**src/design/pun_pkg.sv**
```systemverilog
// ----------------------------------------------------------------------------
// pun_pkg: shared types and codes of the polygon unit normal block
// Word formats, status codes, datapath commands and multiplier selects.
// ----------------------------------------------------------------------------
`timescale 1ns / 1ps
`default_nettype none

package pun_pkg;

	localparam int MAX_POINTS_DEF = 64;

	// configuration register reset values and indexes
	localparam logic [47:0] AREA_TOL_RST = 48'd1;
	localparam logic [30:0] COS_TOL_RST  = 31'd1073578293;
	localparam logic REG_AREA_TOL = 1'b0;
	localparam logic REG_COS_TOL  = 1'b1;

	// result status codes
	localparam logic [2:0] ST_OK   = 3'd0;
	localparam logic [2:0] ST_FEW  = 3'd1;
	localparam logic [2:0] ST_COLL = 3'd2;
	localparam logic [2:0] ST_NCOP = 3'd3;
	localparam logic [2:0] ST_MANY = 3'd4;

	// datapath operations
	localparam logic [3:0] OP_NOP    = 4'd0;
	localparam logic [3:0] OP_LD_P0  = 4'd1;
	localparam logic [3:0] OP_LD_P1  = 4'd2;
	localparam logic [3:0] OP_LD_PK  = 4'd3;
	localparam logic [3:0] OP_DIFF   = 4'd4;
	localparam logic [3:0] OP_CRA    = 4'd5;
	localparam logic [3:0] OP_CRB    = 4'd6;
	localparam logic [3:0] OP_SEED   = 4'd7;
	localparam logic [3:0] OP_BEST   = 4'd8;
	localparam logic [3:0] OP_MUL    = 4'd9;
	localparam logic [3:0] OP_CANDSQ = 4'd10;
	localparam logic [3:0] OP_UOUT   = 4'd11;
	localparam logic [3:0] OP_EMIT   = 4'd12;

	// shift-add multiplier operand selects
	localparam logic [3:0] MS_AREA  = 4'd0;
	localparam logic [3:0] MS_COS   = 4'd1;
	localparam logic [3:0] MS_SQ    = 4'd2;
	localparam logic [3:0] MS_DOT   = 4'd3;
	localparam logic [3:0] MS_DOT2  = 4'd4;
	localparam logic [3:0] MS_RHS1  = 4'd5;
	localparam logic [3:0] MS_RHS2  = 4'd6;
	localparam logic [3:0] MS_USQ   = 4'd7;
	localparam logic [3:0] MS_UCAND = 4'd8;

	typedef struct packed {
		logic signed [23:0] x_coord;
		logic signed [23:0] y_coord;
		logic signed [23:0] z_coord;
		logic               last_point;
	} pt_word_t;

	typedef struct packed {
		logic signed [31:0] norm_x;
		logic signed [31:0] norm_y;
		logic signed [31:0] norm_z;
		logic [2:0]         status;
	} nrm_word_t;

	typedef struct packed {
		logic [3:0] op;
		logic [3:0] msel;
		logic [1:0] idx;
		logic [4:0] bitpos;
		logic [2:0] status;
	} dp_cmd_t;

	typedef struct packed {
		logic mul_busy;
		logic mul_done;
		logic degen;
		logic aligned;
		logic bigger;
	} dp_sts_t;

endpackage

`default_nettype wire

```
**src/design/pun_ctrl.sv**
```systemverilog
// ----------------------------------------------------------------------------
// pun_ctrl: controller of the polygon unit normal block
// Loads points, steps the seed search, coplanarity checks and normalization.
// ----------------------------------------------------------------------------
`timescale 1ns / 1ps
`default_nettype none

module pun_ctrl
	import pun_pkg::*;
#(
	parameter int MAX_POINTS = MAX_POINTS_DEF
) (
	input  wire logic                          clk,
	input  wire logic                          arst_n,
	input  wire logic                          pt_valid,
	output logic                               pt_stall,
	input  wire logic                          last_point,
	output logic                               nrm_valid,
	input  wire logic                          nrm_stall,
	output dp_cmd_t                            cmd,
	input  wire dp_sts_t                       sts,
	output logic                               wr_en,
	output logic [$clog2(MAX_POINTS)-1:0]      wr_addr,
	output logic [$clog2(MAX_POINTS)-1:0]      rd_addr
);

	localparam int CW = $clog2(MAX_POINTS + 1);
	localparam int AW = $clog2(MAX_POINTS);
	localparam logic [CW-1:0] MAX_CNT = CW'(MAX_POINTS);

	localparam logic [4:0] S_LOAD  = 5'd0;
	localparam logic [4:0] S_START = 5'd1;
	localparam logic [4:0] S_COS   = 5'd2;
	localparam logic [4:0] S_SEED0 = 5'd3;
	localparam logic [4:0] S_RD1   = 5'd4;
	localparam logic [4:0] S_RD2   = 5'd5;
	localparam logic [4:0] S_RD3   = 5'd6;
	localparam logic [4:0] S_DIFF  = 5'd7;
	localparam logic [4:0] S_CRA   = 5'd8;
	localparam logic [4:0] S_CRB   = 5'd9;
	localparam logic [4:0] S_SQ    = 5'd10;
	localparam logic [4:0] S_TEST  = 5'd11;
	localparam logic [4:0] S_NEXTK = 5'd12;
	localparam logic [4:0] S_DOT   = 5'd13;
	localparam logic [4:0] S_DOT2  = 5'd14;
	localparam logic [4:0] S_RHS1  = 5'd15;
	localparam logic [4:0] S_RHS2  = 5'd16;
	localparam logic [4:0] S_ALIGN = 5'd17;
	localparam logic [4:0] S_USQ   = 5'd18;
	localparam logic [4:0] S_UQ    = 5'd19;
	localparam logic [4:0] S_UMUL  = 5'd20;
	localparam logic [4:0] S_UOUT  = 5'd21;
	localparam logic [4:0] S_EMIT  = 5'd22;
	localparam logic [4:0] S_MWAIT = 5'd23;

	logic [4:0]    state_q, state_d, ret_q, ret_d;
	logic [CW-1:0] cnt_q, cnt_d, r_q, r_d, k_q, k_d;
	logic          ovf_q, ovf_d, seeding_q, seeding_d, nrm_valid_q, nrm_valid_d;
	logic [1:0]    j_q, j_d;
	logic [4:0]    bit_q, bit_d;
	logic [2:0]    st_q, st_d;
	logic [CW-1:0] off_w;
	logic [CW:0]   sum_w, wrap_w;
	logic          accept;

	assign pt_stall  = (state_q != S_LOAD);
	assign accept    = pt_valid && !pt_stall;
	assign wr_en     = accept && (cnt_q < MAX_CNT);
	assign wr_addr   = cnt_q[AW-1:0];
	assign nrm_valid = nrm_valid_q;

	// read address: (r + offset) mod n
	always_comb begin
		case (state_q)
			S_SEED0: off_w = '0;
			S_RD1:   off_w = CW'(1);
			default: off_w = k_q;
		endcase
		sum_w  = {1'b0, r_q} + {1'b0, off_w};
		wrap_w = (sum_w >= {1'b0, cnt_q}) ? sum_w - {1'b0, cnt_q} : sum_w;
	end
	assign rd_addr = wrap_w[AW-1:0];

	// sequencer
	always_comb begin
		state_d     = state_q;
		ret_d       = ret_q;
		cnt_d       = cnt_q;
		ovf_d       = ovf_q;
		r_d         = r_q;
		k_d         = k_q;
		j_d         = j_q;
		bit_d       = bit_q;
		st_d        = st_q;
		seeding_d   = seeding_q;
		nrm_valid_d = nrm_valid_q && nrm_stall;
		cmd         = '0;
		cmd.op      = OP_NOP;
		cmd.idx     = j_q;
		cmd.bitpos  = bit_q;
		cmd.status  = st_q;
		case (state_q)
			S_LOAD: begin
				if (accept) begin
					if (cnt_q < MAX_CNT) begin
						cnt_d = cnt_q + CW'(1);
					end else begin
						ovf_d = 1'b1;
					end
					if (last_point) begin
						state_d = S_START;
					end
				end
			end
			S_START: begin
				r_d       = '0;
				k_d       = CW'(2);
				seeding_d = 1'b1;
				if (cnt_q < CW'(3)) begin
					st_d    = ST_FEW;
					state_d = S_EMIT;
				end else begin
					cmd.op   = OP_MUL;
					cmd.msel = MS_AREA;
					ret_d    = S_COS;
					state_d  = S_MWAIT;
				end
			end
			S_COS: begin
				cmd.op   = OP_MUL;
				cmd.msel = MS_COS;
				ret_d    = S_SEED0;
				state_d  = S_MWAIT;
			end
			S_SEED0: state_d = S_RD1;
			S_RD1: begin
				cmd.op  = OP_LD_P0;
				state_d = S_RD2;
			end
			S_RD2: begin
				cmd.op  = OP_LD_P1;
				state_d = S_RD3;
			end
			S_RD3: begin
				cmd.op  = OP_LD_PK;
				state_d = S_DIFF;
			end
			S_DIFF: begin
				cmd.op  = OP_DIFF;
				j_d     = 2'd0;
				state_d = S_CRA;
			end
			S_CRA: begin
				cmd.op  = OP_CRA;
				state_d = S_CRB;
			end
			S_CRB: begin
				cmd.op = OP_CRB;
				if (j_q == 2'd2) begin
					j_d     = 2'd0;
					state_d = S_SQ;
				end else begin
					j_d     = j_q + 2'd1;
					state_d = S_CRA;
				end
			end
			S_SQ: begin
				cmd.op   = OP_MUL;
				cmd.msel = MS_SQ;
				ret_d    = (j_q == 2'd2) ? S_TEST : S_SQ;
				j_d      = (j_q == 2'd2) ? 2'd0 : j_q + 2'd1;
				state_d  = S_MWAIT;
			end
			S_TEST: begin
				if (seeding_q) begin
					if (!sts.degen) begin
						cmd.op    = OP_SEED;
						seeding_d = 1'b0;
						k_d       = CW'(3);
						state_d   = S_NEXTK;
					end else if (r_q == cnt_q - CW'(1)) begin
						st_d    = ST_COLL;
						state_d = S_EMIT;
					end else begin
						r_d     = r_q + CW'(1);
						state_d = S_SEED0;
					end
				end else if (sts.degen) begin
					k_d     = k_q + CW'(1);
					state_d = S_NEXTK;
				end else begin
					j_d     = 2'd0;
					state_d = S_DOT;
				end
			end
			S_NEXTK: begin
				j_d = 2'd0;
				if (k_q >= cnt_q) begin
					state_d = S_USQ;
				end else begin
					state_d = S_RD3;
				end
			end
			S_DOT: begin
				cmd.op   = OP_MUL;
				cmd.msel = MS_DOT;
				ret_d    = (j_q == 2'd2) ? S_DOT2 : S_DOT;
				j_d      = (j_q == 2'd2) ? 2'd0 : j_q + 2'd1;
				state_d  = S_MWAIT;
			end
			S_DOT2: begin
				cmd.op   = OP_MUL;
				cmd.msel = MS_DOT2;
				ret_d    = S_RHS1;
				state_d  = S_MWAIT;
			end
			S_RHS1: begin
				cmd.op   = OP_MUL;
				cmd.msel = MS_RHS1;
				ret_d    = S_RHS2;
				state_d  = S_MWAIT;
			end
			S_RHS2: begin
				cmd.op   = OP_MUL;
				cmd.msel = MS_RHS2;
				ret_d    = S_ALIGN;
				state_d  = S_MWAIT;
			end
			S_ALIGN: begin
				if (!sts.aligned) begin
					st_d    = ST_NCOP;
					state_d = S_EMIT;
				end else begin
					if (sts.bigger) begin
						cmd.op = OP_BEST;
					end
					k_d     = k_q + CW'(1);
					state_d = S_NEXTK;
				end
			end
			S_USQ: begin
				cmd.op   = OP_MUL;
				cmd.msel = MS_USQ;
				bit_d    = 5'd30;
				ret_d    = S_UQ;
				state_d  = S_MWAIT;
			end
			S_UQ: begin
				cmd.op  = OP_CANDSQ;
				state_d = S_UMUL;
			end
			S_UMUL: begin
				cmd.op   = OP_MUL;
				cmd.msel = MS_UCAND;
				ret_d    = (bit_q == 5'd0) ? S_UOUT : S_UQ;
				bit_d    = bit_q - 5'd1;
				state_d  = S_MWAIT;
			end
			S_UOUT: begin
				cmd.op = OP_UOUT;
				if (j_q == 2'd2) begin
					st_d    = ovf_q ? ST_MANY : ST_OK;
					state_d = S_EMIT;
				end else begin
					j_d     = j_q + 2'd1;
					state_d = S_USQ;
				end
			end
			S_EMIT: begin
				// hold until the output register is free
				if (!nrm_valid_q || !nrm_stall) begin
					cmd.op      = OP_EMIT;
					nrm_valid_d = 1'b1;
					cnt_d       = '0;
					ovf_d       = 1'b0;
					state_d     = S_LOAD;
				end
			end
			S_MWAIT: begin
				if (sts.mul_done) begin
					state_d = ret_q;
				end
			end
			default: state_d = S_LOAD;
		endcase
	end

	always_ff @(posedge clk or negedge arst_n) begin
		if (!arst_n) begin
			state_q     <= S_LOAD;
			ret_q       <= S_LOAD;
			cnt_q       <= '0;
			ovf_q       <= 1'b0;
			r_q         <= '0;
			k_q         <= '0;
			j_q         <= '0;
			bit_q       <= '0;
			st_q        <= ST_OK;
			seeding_q   <= 1'b0;
			nrm_valid_q <= 1'b0;
		end else begin
			state_q     <= state_d;
			ret_q       <= ret_d;
			cnt_q       <= cnt_d;
			ovf_q       <= ovf_d;
			r_q         <= r_d;
			k_q         <= k_d;
			j_q         <= j_d;
			bit_q       <= bit_d;
			st_q        <= st_d;
			seeding_q   <= seeding_d;
			nrm_valid_q <= nrm_valid_d;
		end
	end

	a_ovf_full: assert property (@(posedge clk) disable iff (!arst_n)
		ovf_q |-> (cnt_q == MAX_CNT))
		else $error("overflow flag set with store not full");

	a_seed_range: assert property (@(posedge clk) disable iff (!arst_n)
		(state_q == S_TEST) |-> (r_q < cnt_q))
		else $error("seed rotation beyond point count");

	a_mul_idle: assert property (@(posedge clk) disable iff (!arst_n)
		(cmd.op == OP_MUL) |-> !sts.mul_busy)
		else $error("multiply issued while multiplier busy");

	a_emit_valid: assert property (@(posedge clk) disable iff (!arst_n)
		(cmd.op == OP_EMIT) |=> nrm_valid)
		else $error("emitted word not presented");

	a_done_wait: assert property (@(posedge clk) disable iff (!arst_n)
		sts.mul_done |-> (state_q == S_MWAIT))
		else $error("multiply finished outside wait state");

endmodule

`default_nettype wire

```
**config.mk**
```make
export PLATFORM = sky130hd
export DESIGN_NAME = pun_ctrl
export DESIGN_NICKNAME = d
export VERILOG_FILES = /design/src/design/pun_pkg.sv /design/src/design/pun_ctrl.sv
export SDC_FILE = /design/constraint.sdc
export NUM_CORES = 1
export LEC_CHECK = 0
export ABC_AREA = 1
export BUFFER_PORTS_ARGS = -buffer_cell sky130_fd_sc_hd__buf_2
export CORE_UTILIZATION = 33
export DETAILED_ROUTE_END_ITERATION = 8
export PLACE_DENSITY = 0.6
export SLEW_MARGIN = 25
export SYNTH_ARGS = -nofsm -noshare
export SYNTH_HDL_FRONTEND = slang
export SYNTH_SLANG_ARGS = --single-unit
export TNS_END_PERCENT = 50
```
**constraint.sdc**
```tcl
create_clock -name clk -period 4.3 [get_ports clk]
set_clock_uncertainty 0.2 [all_clocks]
set_input_delay 0.215 -clock clk [delete_from_list [all_inputs] [get_ports clk]]
set_output_delay 0.215 -clock clk [all_outputs]
set_load 0.02 [all_outputs]
```
# After elaboration in Yosys (flattened, before gate mapping)
# Index checks and enable logic that the tools add are counted.
# word_totals
input_bits	10
ff_bits	44
output_inout_bits	33
ram_bits	0
memories	0
latch_bits	0
rom_bits	0
# classes
addsub	8
n_div	0
n_bitwise	0
magnitude_cmp	4
muxes	65
n_reduce_logical	28
n_eq_ne	45
n_shift	0
multipliers	0
# op_table
op	count
case mux 5 bit (17 select lines)	1
two-way mux 7 bit	10
case mux 4 bit (13 select lines)	1
two-way mux 5 bit	10
case mux 5 bit (9 select lines)	1
case mux 7 bit (2 select lines)	3
== test 5 x 4 -> 1 bit, second input constant	8
== test 5 bit, second input constant	8
!= test 2 bit, second input constant	18
case mux 4 bit (9 select lines)	1
two-way mux 3 bit	11
AND reduction 4 bit	6
adder 7 x 1 -> 7 bit, second input constant	3
case mux 7 bit (3 select lines)	1
== test 5 x 3 -> 1 bit, second input constant	4
two-way mux 2 bit	6
two-way mux 4 bit	3
case mux 3 bit (4 select lines)	1
== test 5 x 2 -> 1 bit, second input constant	2
logical NOT 5 bit	2
two-way mux 1 bit	10
case mux 5 bit (2 select lines)	1
nonzero test 9 bit	1
adder 7 x 7 -> 8 bit	1
28 further kinds	37

# Depth between registers and ports, before layout
# Gate-level depths: netlist (run 1).
# logic_depth
word_depth	6
depth_mapped	25

# Least setup slack after synthesis (run 1)
# No wires, ideal clock.
# synth_path
path_kind	register to output
from	register state_q[0]
to	output rd_addr[5]
setup_slack_ps	776
stages_incl_launch_ff	25
t_required_ps	3885
arrival_time_ps	3109
cell_sequence	dfrtp_1 -> nor2_1 -> nand2_2 -> inv_2 -> nand2_1 -> nand2_1 -> nor2_1 -> ha_1 -> nand2_1 -> inv_1 -> nor2_1 -> nand2_1 -> xnor2_1 -> inv_1 -> ha_1 -> nand3_1 -> nand3_1 -> nand2_1 -> nand2_1 -> nand2_1 -> nand2_1 -> nand2_1 -> nand3_1 -> nand2_1 -> nand2_1
# synth_between
elab_chain_cells	5
elab_cells_between_ends	7
# synth_rtl
element	line_no	rtl
from (decl)	pun_ctrl.sv:56	logic [4:0] state_q, state_d, ret_q, ret_d;
from (signal assigned)	pun_ctrl.sv:302	state_q <= state_d;
== test 5 x 3 -> 1 bit / == test 5 x 2 -> 1 bit (equally long branches)	pun_ctrl.sv:74	case (state_q)
case mux 7 bit (2 select lines) (*)	pun_ctrl.sv:74	
adder 7 x 7 -> 8 bit (*)	pun_ctrl.sv:79	sum_w = {1'b0, r_q} + {1'b0, off_w};
>= comparator 8 x 7 -> 1 bit / subtractor 6 bit (equally long branches)	pun_ctrl.sv:80	wrap_w = (sum_w >= {1'b0, cnt_q}) ? sum_w - {1'b0, cnt_q} : sum_w;
two-way mux 6 bit (*)	pun_ctrl.sv:80	
to (decl)	pun_ctrl.sv:24	output logic [$clog2(MAX_POINTS)-1:0] rd_addr
# Every way passes the cells marked *; elsewhere a longest branch is shown, timed or not.

# Worst setup path after layout (run 1)
# layout_path
from	register state_q[0]
to	output rd_addr[0]
# The elaborated chain is that of the path after synthesis.

==> impl_metrics.toml, run 1 <==
[run_status]
status = "complete, no violations"

[floorplan]
die_area_sq_mm = 0.01267
core.rowCount = 40
die_y_microns = 112.5
effective_utilization_at_floorplan_pct = 33.71
coreArea_sq_mm = 0.01196
ioPinCount = 43
die_width_microns = 112.5

[pwr]
power.leakage_nw = 2.493
power_per_cell_area_mw_per_mm2 = 840.6
irDropWorstVdd_v = 0.0005567

[clocking]
htree_num_levels = 2
tritoncts = "yes"
cts_inserted_buffers = 5
cts.clk_slew.worst_paths_ns = 0.07
cts_root_buf = "clkbuf_16"
clock_latency_ns = 0.30
cts_num_sinks = 44
clockBufferDepth = 2

[global_routing]
global_route.usage.total_pct = 18.35
antenna_found_initial = 0
first_pass_grt_wire_length_mm = 18.54
grt_start_max_net_pins = 45
grt_pass1_vias = 3778
global_route.overflow_total = 0

[route]
route.detailed.vias_per_inst = 5.161
drt-total-wl_mm = 11.16
drc_errors_left = 0
detailedRoute.firstPassIterationCount = 4
detail_route.iter0.violations = 192
remaining_antenna_violation_count = 0
avg_wl_per_cell_microns = 14.10
route.vias.total = 4082

[worst_setup_path]
critPathLaunchType = "flop"
crit_path_max_fanout = 7
worst-r2r-setup-slack_ns = 1.85
timing.rr.start = "cnt_q[0]"
critical_path_required_ns = 3.88
worstRegToRegCells = 10
setup.worst_path.class = "flop to primary output"
end_of_the_worst_register_to_register_path = "r_q[2]"
critPathCaptureType = "primary output"
worst-endpoint-arrival_ns = 3.59

[cells_and_area]
antennaDiodeCount = 0
n_fill_cell = 1287
layout.cells.most_common = "nand2_1"
layout_common_cells = "162 x nand2_1, 72 x inv_1, 64 x nor2_1"
fin_nets = 685
synthToLayoutAreaGrowth_pct = 14.71
share_of_layout_cells_above_drive_strength_1_pct = 15.68

[synthesis]
net_count_synth = 637
synthesis.area_sq_mm = 0.004033
synth-seq-area-share_pct = 27.30
synth_area_leader_cell = "dfrtp_1"
post_synthesis_instance_total = 595
netlist_top_cells_area = "dfrtp_1 27%, nand2_1 15%, ha_1 9.3%, inv_1 6.7%, nor2_1 6.1%"
synthDistinctLibCells = 41
yosysWarningCount = 0
yosys_register_bits = 44
synth_area_per_inst_sq_um = 6.778
synth.top_cell.area_share_pct = 27.30

[place]
dp_hpwl_mm = 8.520
numPortBuffers = 41
finalWeightedCongestion = 0.9136

[timing]
min_cycle_time_layout_ns = 4.007
final-hold-violation-count = 0
finalCritPeriodShare_pct = 93.20
fin_setup_tns_ns = 0
finalMaxSlewViolations = 0
slew_at_the_pin_with_the_worst_max_slew_slack_ns = 0.5971
fmax_ghz = 0.2495
timing.hold.ws_ns = 0.004732
timing.final.setup_violations = 0
slew_headroom_pct = 60.19

[worst_hold_path]
worst_hold_path.num_cells = 3
timing.hold.worst.start = "sts[3]"
min_delay_worst_endpoint = "state_q[0]"
hold_path_class = "input port to flop"

[job]
max_cap_viol_count = 0
## sequential cells by signal (all words and copies together), names as in the netlist
signal / cells
seeding_q: 1
bit_q: 5
st_q: 3
r_q: 7
ovf_q: 1
ret_q: 5
state_q: 5
j_q: 2
k_q: 7
cnt_q: 7
nrm_valid: 1
## how the worst max path moves through the flow
stage	start	end	slack [ns]
2_1_floorplan	state_q[0]	rd_addr[5]	0.78
3_3_place_gp	state_q[0]	rd_addr[5]	0.32
3_5_place_dp	state_q[0]	rd_addr[0]	0.25
4_1_cts	state_q[2]	rd_addr[0]	0.002
5_1_grt	state_q[0]	rd_addr[0]	-0.003
6_report	state_q[0]	rd_addr[0]	0.29
## routing by layer
layer  up-vias  track usage (%)  routed length, microns
li1       2032                -                       -
met3        16            2.646                     397
met2        98            29.63                    5052
met4         0            5.867                     187
met5         -                0                       0
met1      1936            25.20                    5519
## kinds of logic after synthesis
| logic type | synth area share [%] |
|---|---|
| AO/OA/AOI/OAI | 10.36 |
| XOR/XNOR | 4.561 |
| adder cells (fa/ha/maj) | 10.30 |
| buffers and inverters | 10.46 |
| flip-flops | 27.30 |
| AND/OR/NAND/NOR | 37.02 |
## worst max-delay path, stage by stage (launching register included)
cell,delay (ns)
dfrtp_2,0.42
nand2_2,0.11
nor2_4,0.15
nand2_1,0.13
nand2_1,0.08
nand2_1,0.07
ha_1,0.23
fa_1,0.42
nand3_1,0.10
nand2_1,0.09
xnor2_1,0.13
inv_1,0.08
ha_1,0.36
nand3_1,0.10
nor2_1,0.10
nor2_1,0.05
nand2_1,0.06
nand2_1,0.05
nand2_1,0.10
nand2_4,0.09
nand3_4,0.11
nand2_1,0.06
nand2_1,0.06
buf_2,0.16
## synth_stat cells, drive strengths merged
library cell,number
nor4,2
fa,2
buf,15
nor2,74
a22oi,1
nand2,169
a32oi,1
a21oi,15
ha,30
o21ai,34
o211ai,1
o22ai,3
a31oi,5
o21a,2
xor2,14
nor3,12
o31ai,1
xnor2,7
nand4,18
nand3,49
dfrtp,44
nand3b,5
inv,78
a21boi,2
o2111ai,3
o32ai,2
or2,4
a211oi,1
clkinv,1
## area by class of cell
type                       count  area (sq um)  share of cell area, %
multi-input combinational    457          2545                  55.02
timing repair buffer          56         325.3                  7.033
tap                          147         183.9                  3.976
clock buffer                   5         125.1                  2.705
sequential                    44          1106                  23.91
inverter                      79         297.8                  6.438
clock inverter                 3         42.54                 0.9197
## repair_timing
item	4_1_cts	5_1_grt
pin swaps	0	1
hold buffers	2	0
hold endpoints to repair	45	0
gates resized for setup	3	9
setup buffers	0	11
endpoints found under the setup margin	6	6
## through the flow
| step | worst slack, ns | power [W] | instance area (sq um) | std cells | util [%] |
|---|---|---|---|---|---|
| floorplan | 0.7756 | 0.002635 | 4033 | 595 | - |
| global placement | 0.3228 | 0.003217 | 4313 | 770 | 36.06 |
| detailed placement | 0.2451 | 0.003271 | 4313 | 770 | 36.06 |
| CTS | 0.001542 | 0.003754 | 4507 | 780 | 37.68 |
| global route | -0.002966 | 0.004270 | 4626 | 791 | 38.67 |
| finish | 0.2926 | 0.003888 | 4626 | 791 | 38.67 |
## power breakdown
group          switching, W  internal [W]  leakage [nW]
logic               0.00174      0.000943          1.86
clock network      0.000175      0.000273        0.0798
registers          0.000194      0.000563         0.553
Note: power is estimated with default switching activity, not from simulation.
==> run 2: changes to the inputs <==
==> constraint.sdc (replaced) <==
create_clock -name clk -period 4.3 [get_ports clk]
set_clock_uncertainty 0.2 [all_clocks]
set_input_delay 0.43 -clock clk [delete_from_list [all_inputs] [get_ports clk]]
set_output_delay 0.43 -clock clk [all_outputs]
set_load 0.02 [all_outputs]
==> impl_metrics.toml, run 2 (synthesized netlist as in run 1, its figures left out) <==
[clocking]
tritoncts = "yes"
clock_latency_ns = 0.29
htree_num_levels = 2
cts.clk_slew.worst_paths_ns = 0.07
cts_inserted_buffers = 5
clockBufferDepth = 2
cts_num_sinks = 44
cts_root_buf = "clkbuf_16"

[cells_and_area]
antennaDiodeCount = 0
share_of_layout_cells_above_drive_strength_1_pct = 16.64
layout_common_cells = "161 x nand2_1, 72 x inv_1, 64 x nor2_1"
final_core_util_pct = 38.76
fin_nets = 685
stdcell_count = 790
synthToLayoutAreaGrowth_pct = 14.96
layout.cells.most_common = "nand2_1"
layout_top_registers = "cnt_q: 7 flops, k_q: 7 flops, r_q: 7 flops"
final_area_sq_mm = 0.004636

[timing]
min_cycle_time_layout_ns = 4.054
slew_at_the_pin_with_the_worst_max_slew_slack_ns = 0.5885
finalMaxSlewViolations = 0
timing.hold.ws_ns = -0.06022
finalCritPeriodShare_pct = 94.29
timing.final.setup_violations = 0
fin_setup_tns_ns = 0
slew_headroom_pct = 60.77
timing.final.ws_setup_ns = 0.2456
final-hold-violation-count = 44
fmax_ghz = 0.2466

[worst_setup_path]
setup.worst_path.class = "flop to primary output"
slowest_stage = "dfrtp_1"
crit_path_max_fanout = 6
critical_path_required_ns = 3.67
worst-endpoint-arrival_ns = 3.42
critPathCaptureType = "primary output"
worst_path_most_repeated_cell = "nand2_1"
critPathMaxStageDelay_ns = 0.38
critPathLaunchType = "flop"

[place]
dp_hpwl_mm = 8.456
finalWeightedCongestion = 0.9318
post-place-cells = 773
dpl_cell_area_sq_mm = 0.004335
dp_worst_setup_slack_ns = 0.1609
numPortBuffers = 41

[pwr]
power.leakage_nw = 2.492
irDropWorstVdd_v = 0.0004638
power_per_cell_area_mw_per_mm2 = 830.7

[floorplan]
die_area_sq_mm = 0.01267
core.rowCount = 40
die_y_microns = 112.5
die_width_microns = 112.5
effective_utilization_at_floorplan_pct = 33.71
coreArea_sq_mm = 0.01196
ioPinCount = 43

[route]
avg_wl_per_cell_microns = 13.81
remaining_antenna_violation_count = 0
route.vias.total = 3958
drt-total-wl_mm = 10.91
detail_route.iter0.violations = 267
detailedRoute.firstPassIterationCount = 5
drc_errors_left = 0
route.detailed.vias_per_inst = 5.010

[global_routing]
antenna_found_initial = 0
global_route.overflow_total = 0
grt_start_max_net_pins = 45
grt_pass1_vias = 3664
first_pass_grt_wire_length_mm = 18.06
global_route.usage.total_pct = 17.85

[run_status]
failing_checks = "hold timing"
status = "finished, violations left"

[job]
max_cap_viol_count = 0

[worst_hold_path]
hold_path_class = "input port to async pin"
run 2: changes by cell type in the layout (fill, tap and decap cells not counted), moves of 2 or more:
| cell | delta |
|---|---|
| dlygate4sd3_1 | -2 |
| nand2_2 | +2 |
| nand3_2 | +2 |
| clkbuf_8 | +2 |
| dfrtp_2 | -2 |
| dfrtp_1 | +2 |
| buf_4 | +2 |
| ha_4 | +2 |
| ha_1 | -3 |
run 2: cell type report:
type / count / area (sq um)
Clock buffer: 7 / 152.6
Sequential cell: 44 / 1104
Fill cell: 1274 / 7326
Multi-Input combinational cell: 457 / 2577
Inverter: 79 / 297.8
Timing Repair Buffer: 56 / 320.3
Tap cell: 147 / 183.9
run 2: repair_timing:
action,CTS,global route
hold endpoints to repair,0,0
pin swaps,1,3
setup endpoints to repair,6,6
gates resized for setup,3,12
setup buffers,1,9
hold buffers,0,0
run 2: per-layer routing:
| layer | track usage, % | vias to the layer above | wire, microns |
|---|---|---|---|
| li1 | - | 2047 | - |
| met1 | 24.65 | 1803 | 5465 |
| met2 | 28.89 | 95 | 4803 |
| met3 | 2.754 | 13 | 481 |
| met4 | 4.889 | 0 | 161 |
| met5 | 0 | - | 0 |
run 2: final timing paths:
kind | startpoint | end | slack, ns | depth (start not counted)
min in group clk | nrm_stall | nrm_valid | 0.21 | 3
worst max register to register | cnt_q[0] | r_q[3] | 1.81 | 10
worst min register to register | st_q[0] | st_q[0] | 0.28 | 2
max in group asynchronous | arst_n | state_q[4] | 3.53 | 1
worst min-delay path | arst_n | bit_q[2] | -0.06 | 1
worst max-delay path | state_q[0] | rd_addr[1] | 0.25 | 25
run 2: report_power, final:
part / internal [W] / total, W / switching (W)
registers: 0.000561 / 0.000746 / 0.000185
logic: 0.000968 / 0.00269 / 0.00172
clock network: 0.000244 / 0.000413 / 0.000169
total: 0.00177 / 0.00385 / 0.00208
run 2: per-stage QoR:
stage / total power (W) / hold WS (ns)
final: 0.003851 / -0.06022
after global routing: 0.004221 / 0.004652
after CTS: 0.003736 / 0.1691
after detailed placement: 0.003292 / 0.2777
after global placement: 0.003258 / 0.2804
after floorplan: 0.002635 / -0.06559
run 2: critical path: cells and delay by family (launching register included):
family	cells	cell delay, ns
fa+ha+maj	2	0.63
xor+xnor	1	0.13
simple gates	16	1.19
buf+inv	6	0.80
flops	1	0.38
==> run 3: changes to the inputs <==
--- a/config.mk
+++ b/config.mk
@@ -7,9 +7,11 @@
 export LEC_CHECK = 0
 export ABC_AREA = 1
 export BUFFER_PORTS_ARGS = -buffer_cell sky130_fd_sc_hd__buf_2
+export CELL_PAD_IN_SITES_DETAIL_PLACEMENT = 2
+export CELL_PAD_IN_SITES_GLOBAL_PLACEMENT = 2
 export CORE_UTILIZATION = 33
 export DETAILED_ROUTE_END_ITERATION = 8
-export PLACE_DENSITY = 0.6
+export PLACE_DENSITY = 0.9
 export SLEW_MARGIN = 25
 export SYNTH_ARGS = -nofsm -noshare
 export SYNTH_HDL_FRONTEND = slang
==> impl_metrics.toml, run 3 (synthesized netlist as in run 1, its figures left out) <==
[worst_setup_path]
setup.worst_path.class = "flop to primary output"
cp_cell_sequence = "nor2_4, nand2_2, inv_2, nand2_2, nand2_4, nor2_1, ha_1, a21oi_2, nand2_2, xnor2_2, inv_2, ha_4, nand3_1, nor2_1, nor2_1, nand2_1, nand2_1, nand2_1, nand2_1, buf_4, nand4_1, nand2_1, buf_4"
worst_path_most_repeated_cell = "nand2_1"
worst-endpoint-arrival_ns = 3.54
critPathMaxStageDelay_ns = 0.47
critPathCaptureType = "primary output"
slowest_stage = "dfrtp_2"
critical_path_required_ns = 3.67
crit_family = "simple AND/OR/NAND/NOR gates"
crit_path_max_fanout = 6
critPathLaunchType = "flop"
worst-path-buf-inv = 4

[clocking]
htree_num_levels = 2
clock_latency_ns = 0.30
cts_root_buf = "clkbuf_16"
clockBufferDepth = 2
cts.clk_slew.worst_paths_ns = 0.07
cts_inserted_buffers = 5
tritoncts = "yes"
cts_num_sinks = 44

[cells_and_area]
n_fill_cell = 1449
stdcell_count = 791
antennaDiodeCount = 0
synthToLayoutAreaGrowth_pct = 17.10
fin_nets = 685
layout_top_registers = "cnt_q: 7 flops, k_q: 7 flops, r_q: 7 flops"
layout_common_cells = "158 x nand2_1, 71 x inv_1, 64 x nor2_1"
share_of_layout_cells_above_drive_strength_1_pct = 17.86
layout.cells.most_common = "nand2_1"

[route]
avg_wl_per_cell_microns = 20.07
route.vias.total = 4323
route.detailed.vias_per_inst = 5.465
detail_route.iter0.violations = 155
drt-total-wl_mm = 15.87
remaining_antenna_violation_count = 0
drc_errors_left = 0
detailedRoute.firstPassIterationCount = 4

[place]
numPortBuffers = 41
post-place-cells = 773
finalWeightedCongestion = 0.8858
dp_hpwl_mm = 11.14

[pwr]
power.leakage_nw = 2.502
power_per_cell_area_mw_per_mm2 = 888.7
design_power_total_w = 0.004196
irDropWorstVdd_v = 0.0004446

[floorplan]
die_y_microns = 112.5
coreArea_sq_mm = 0.01196
core.rowCount = 40
ioPinCount = 43
die_width_microns = 112.5
die_area_sq_mm = 0.01267
effective_utilization_at_floorplan_pct = 33.71

[timing]
slew_at_the_pin_with_the_worst_max_slew_slack_ns = 0.6498
timing.final.setup_violations = 0
finalCritPeriodShare_pct = 97.02
finalMaxSlewViolations = 0
timing.hold.ws_ns = 0.1953
final-hold-violation-count = 0
fmax_ghz = 0.2397
slew_headroom_pct = 56.68
min_cycle_time_layout_ns = 4.172

[global_routing]
global_route.overflow_total = 0
antenna_found_initial = 0
global_route.usage.total_pct = 25.00
first_pass_grt_wire_length_mm = 24.65
grt_start_max_net_pins = 45
grt_pass1_vias = 4652

[worst_hold_path]
hold_path_class = "input port to flop"

[run_status]
status = "complete, no violations"

[job]
max_cap_viol_count = 0
## run 3: metrics by stage
step	TNS, ns	util [%]	instance area (sq um)	setup slack (ns)
global placement	0	36.24	4335	0.2056
finish	0	39.48	4722	0.1284
floorplan	0	-	4033	0.5606
detailed placement	-0.01381	36.27	4338	-0.005380
global route	-0.2524	39.48	4722	-0.05656
CTS	0	38.34	4586	0.001725
## run 3: final cells by class
| type | count | area, sq um | share of cell area (%) |
|---|---|---|---|
| clock inverter | 1 | 30.03 | 0.6359 |
| clock buffer | 7 | 152.6 | 3.233 |
| sequential | 44 | 1105 | 23.40 |
| multi-input combinational | 457 | 2624 | 55.56 |
| timing repair buffer | 56 | 329.1 | 6.969 |
| inverter | 79 | 297.8 | 6.306 |
| tap | 147 | 183.9 | 3.895 |
## run 3: worst min-delay path: stages
cell and delay (ns):
buf_2 0.08, nand2_1 0.08, nand2_1 0.08
## run 3: what timing repair did
| action | in CTS | in global routing |
|---|---|---|
| pin swaps | 2 | 6 |
| setup buffers | 2 | 7 |
| endpoints found under the hold margin | 44 | 0 |
| setup endpoints to repair | 6 | 6 |
| resized for setup | 10 | 19 |
| hold buffers | 1 | 0 |
## run 3: worst paths after layout
path                                   end       start  depth (start not counted)  slack (ns)
worst min-delay path             nrm_valid   nrm_stall                          3        0.20
worst min register to register     st_q[0]     st_q[0]                          2        0.29
max in group asynchronous       state_q[4]      arst_n                          2        2.92
worst max-delay path            rd_addr[3]  state_q[1]                         23        0.13
min in group asynchronous         ret_q[2]      arst_n                          2        0.50
worst max register to register      r_q[0]    cnt_q[0]                         10        1.57
## run 3: routing by layer
layer | vias up | wire length [microns] | part of all wire [%] | GRT usage [%]
met4 | 0 | 495 | 3.1 | 10.22
met5 | - | 0 | 0 | 0
met3 | 33 | 390 | 2.5 | 3.186
met2 | 86 | 8302 | 52 | 45.76
met1 | 2176 | 6683 | 42 | 29.36
li1 | 2028 | - | - | -
## run 3: power by group
group          internal [W]  leakage [nW]  switching [W]  total, W
sequential         0.000562         0.554       0.000210  0.000772
clock              0.000307        0.0901       0.000178  0.000484
combinational      0.000991          1.86        0.00195   0.00294
total               0.00186          2.50        0.00234   0.00420
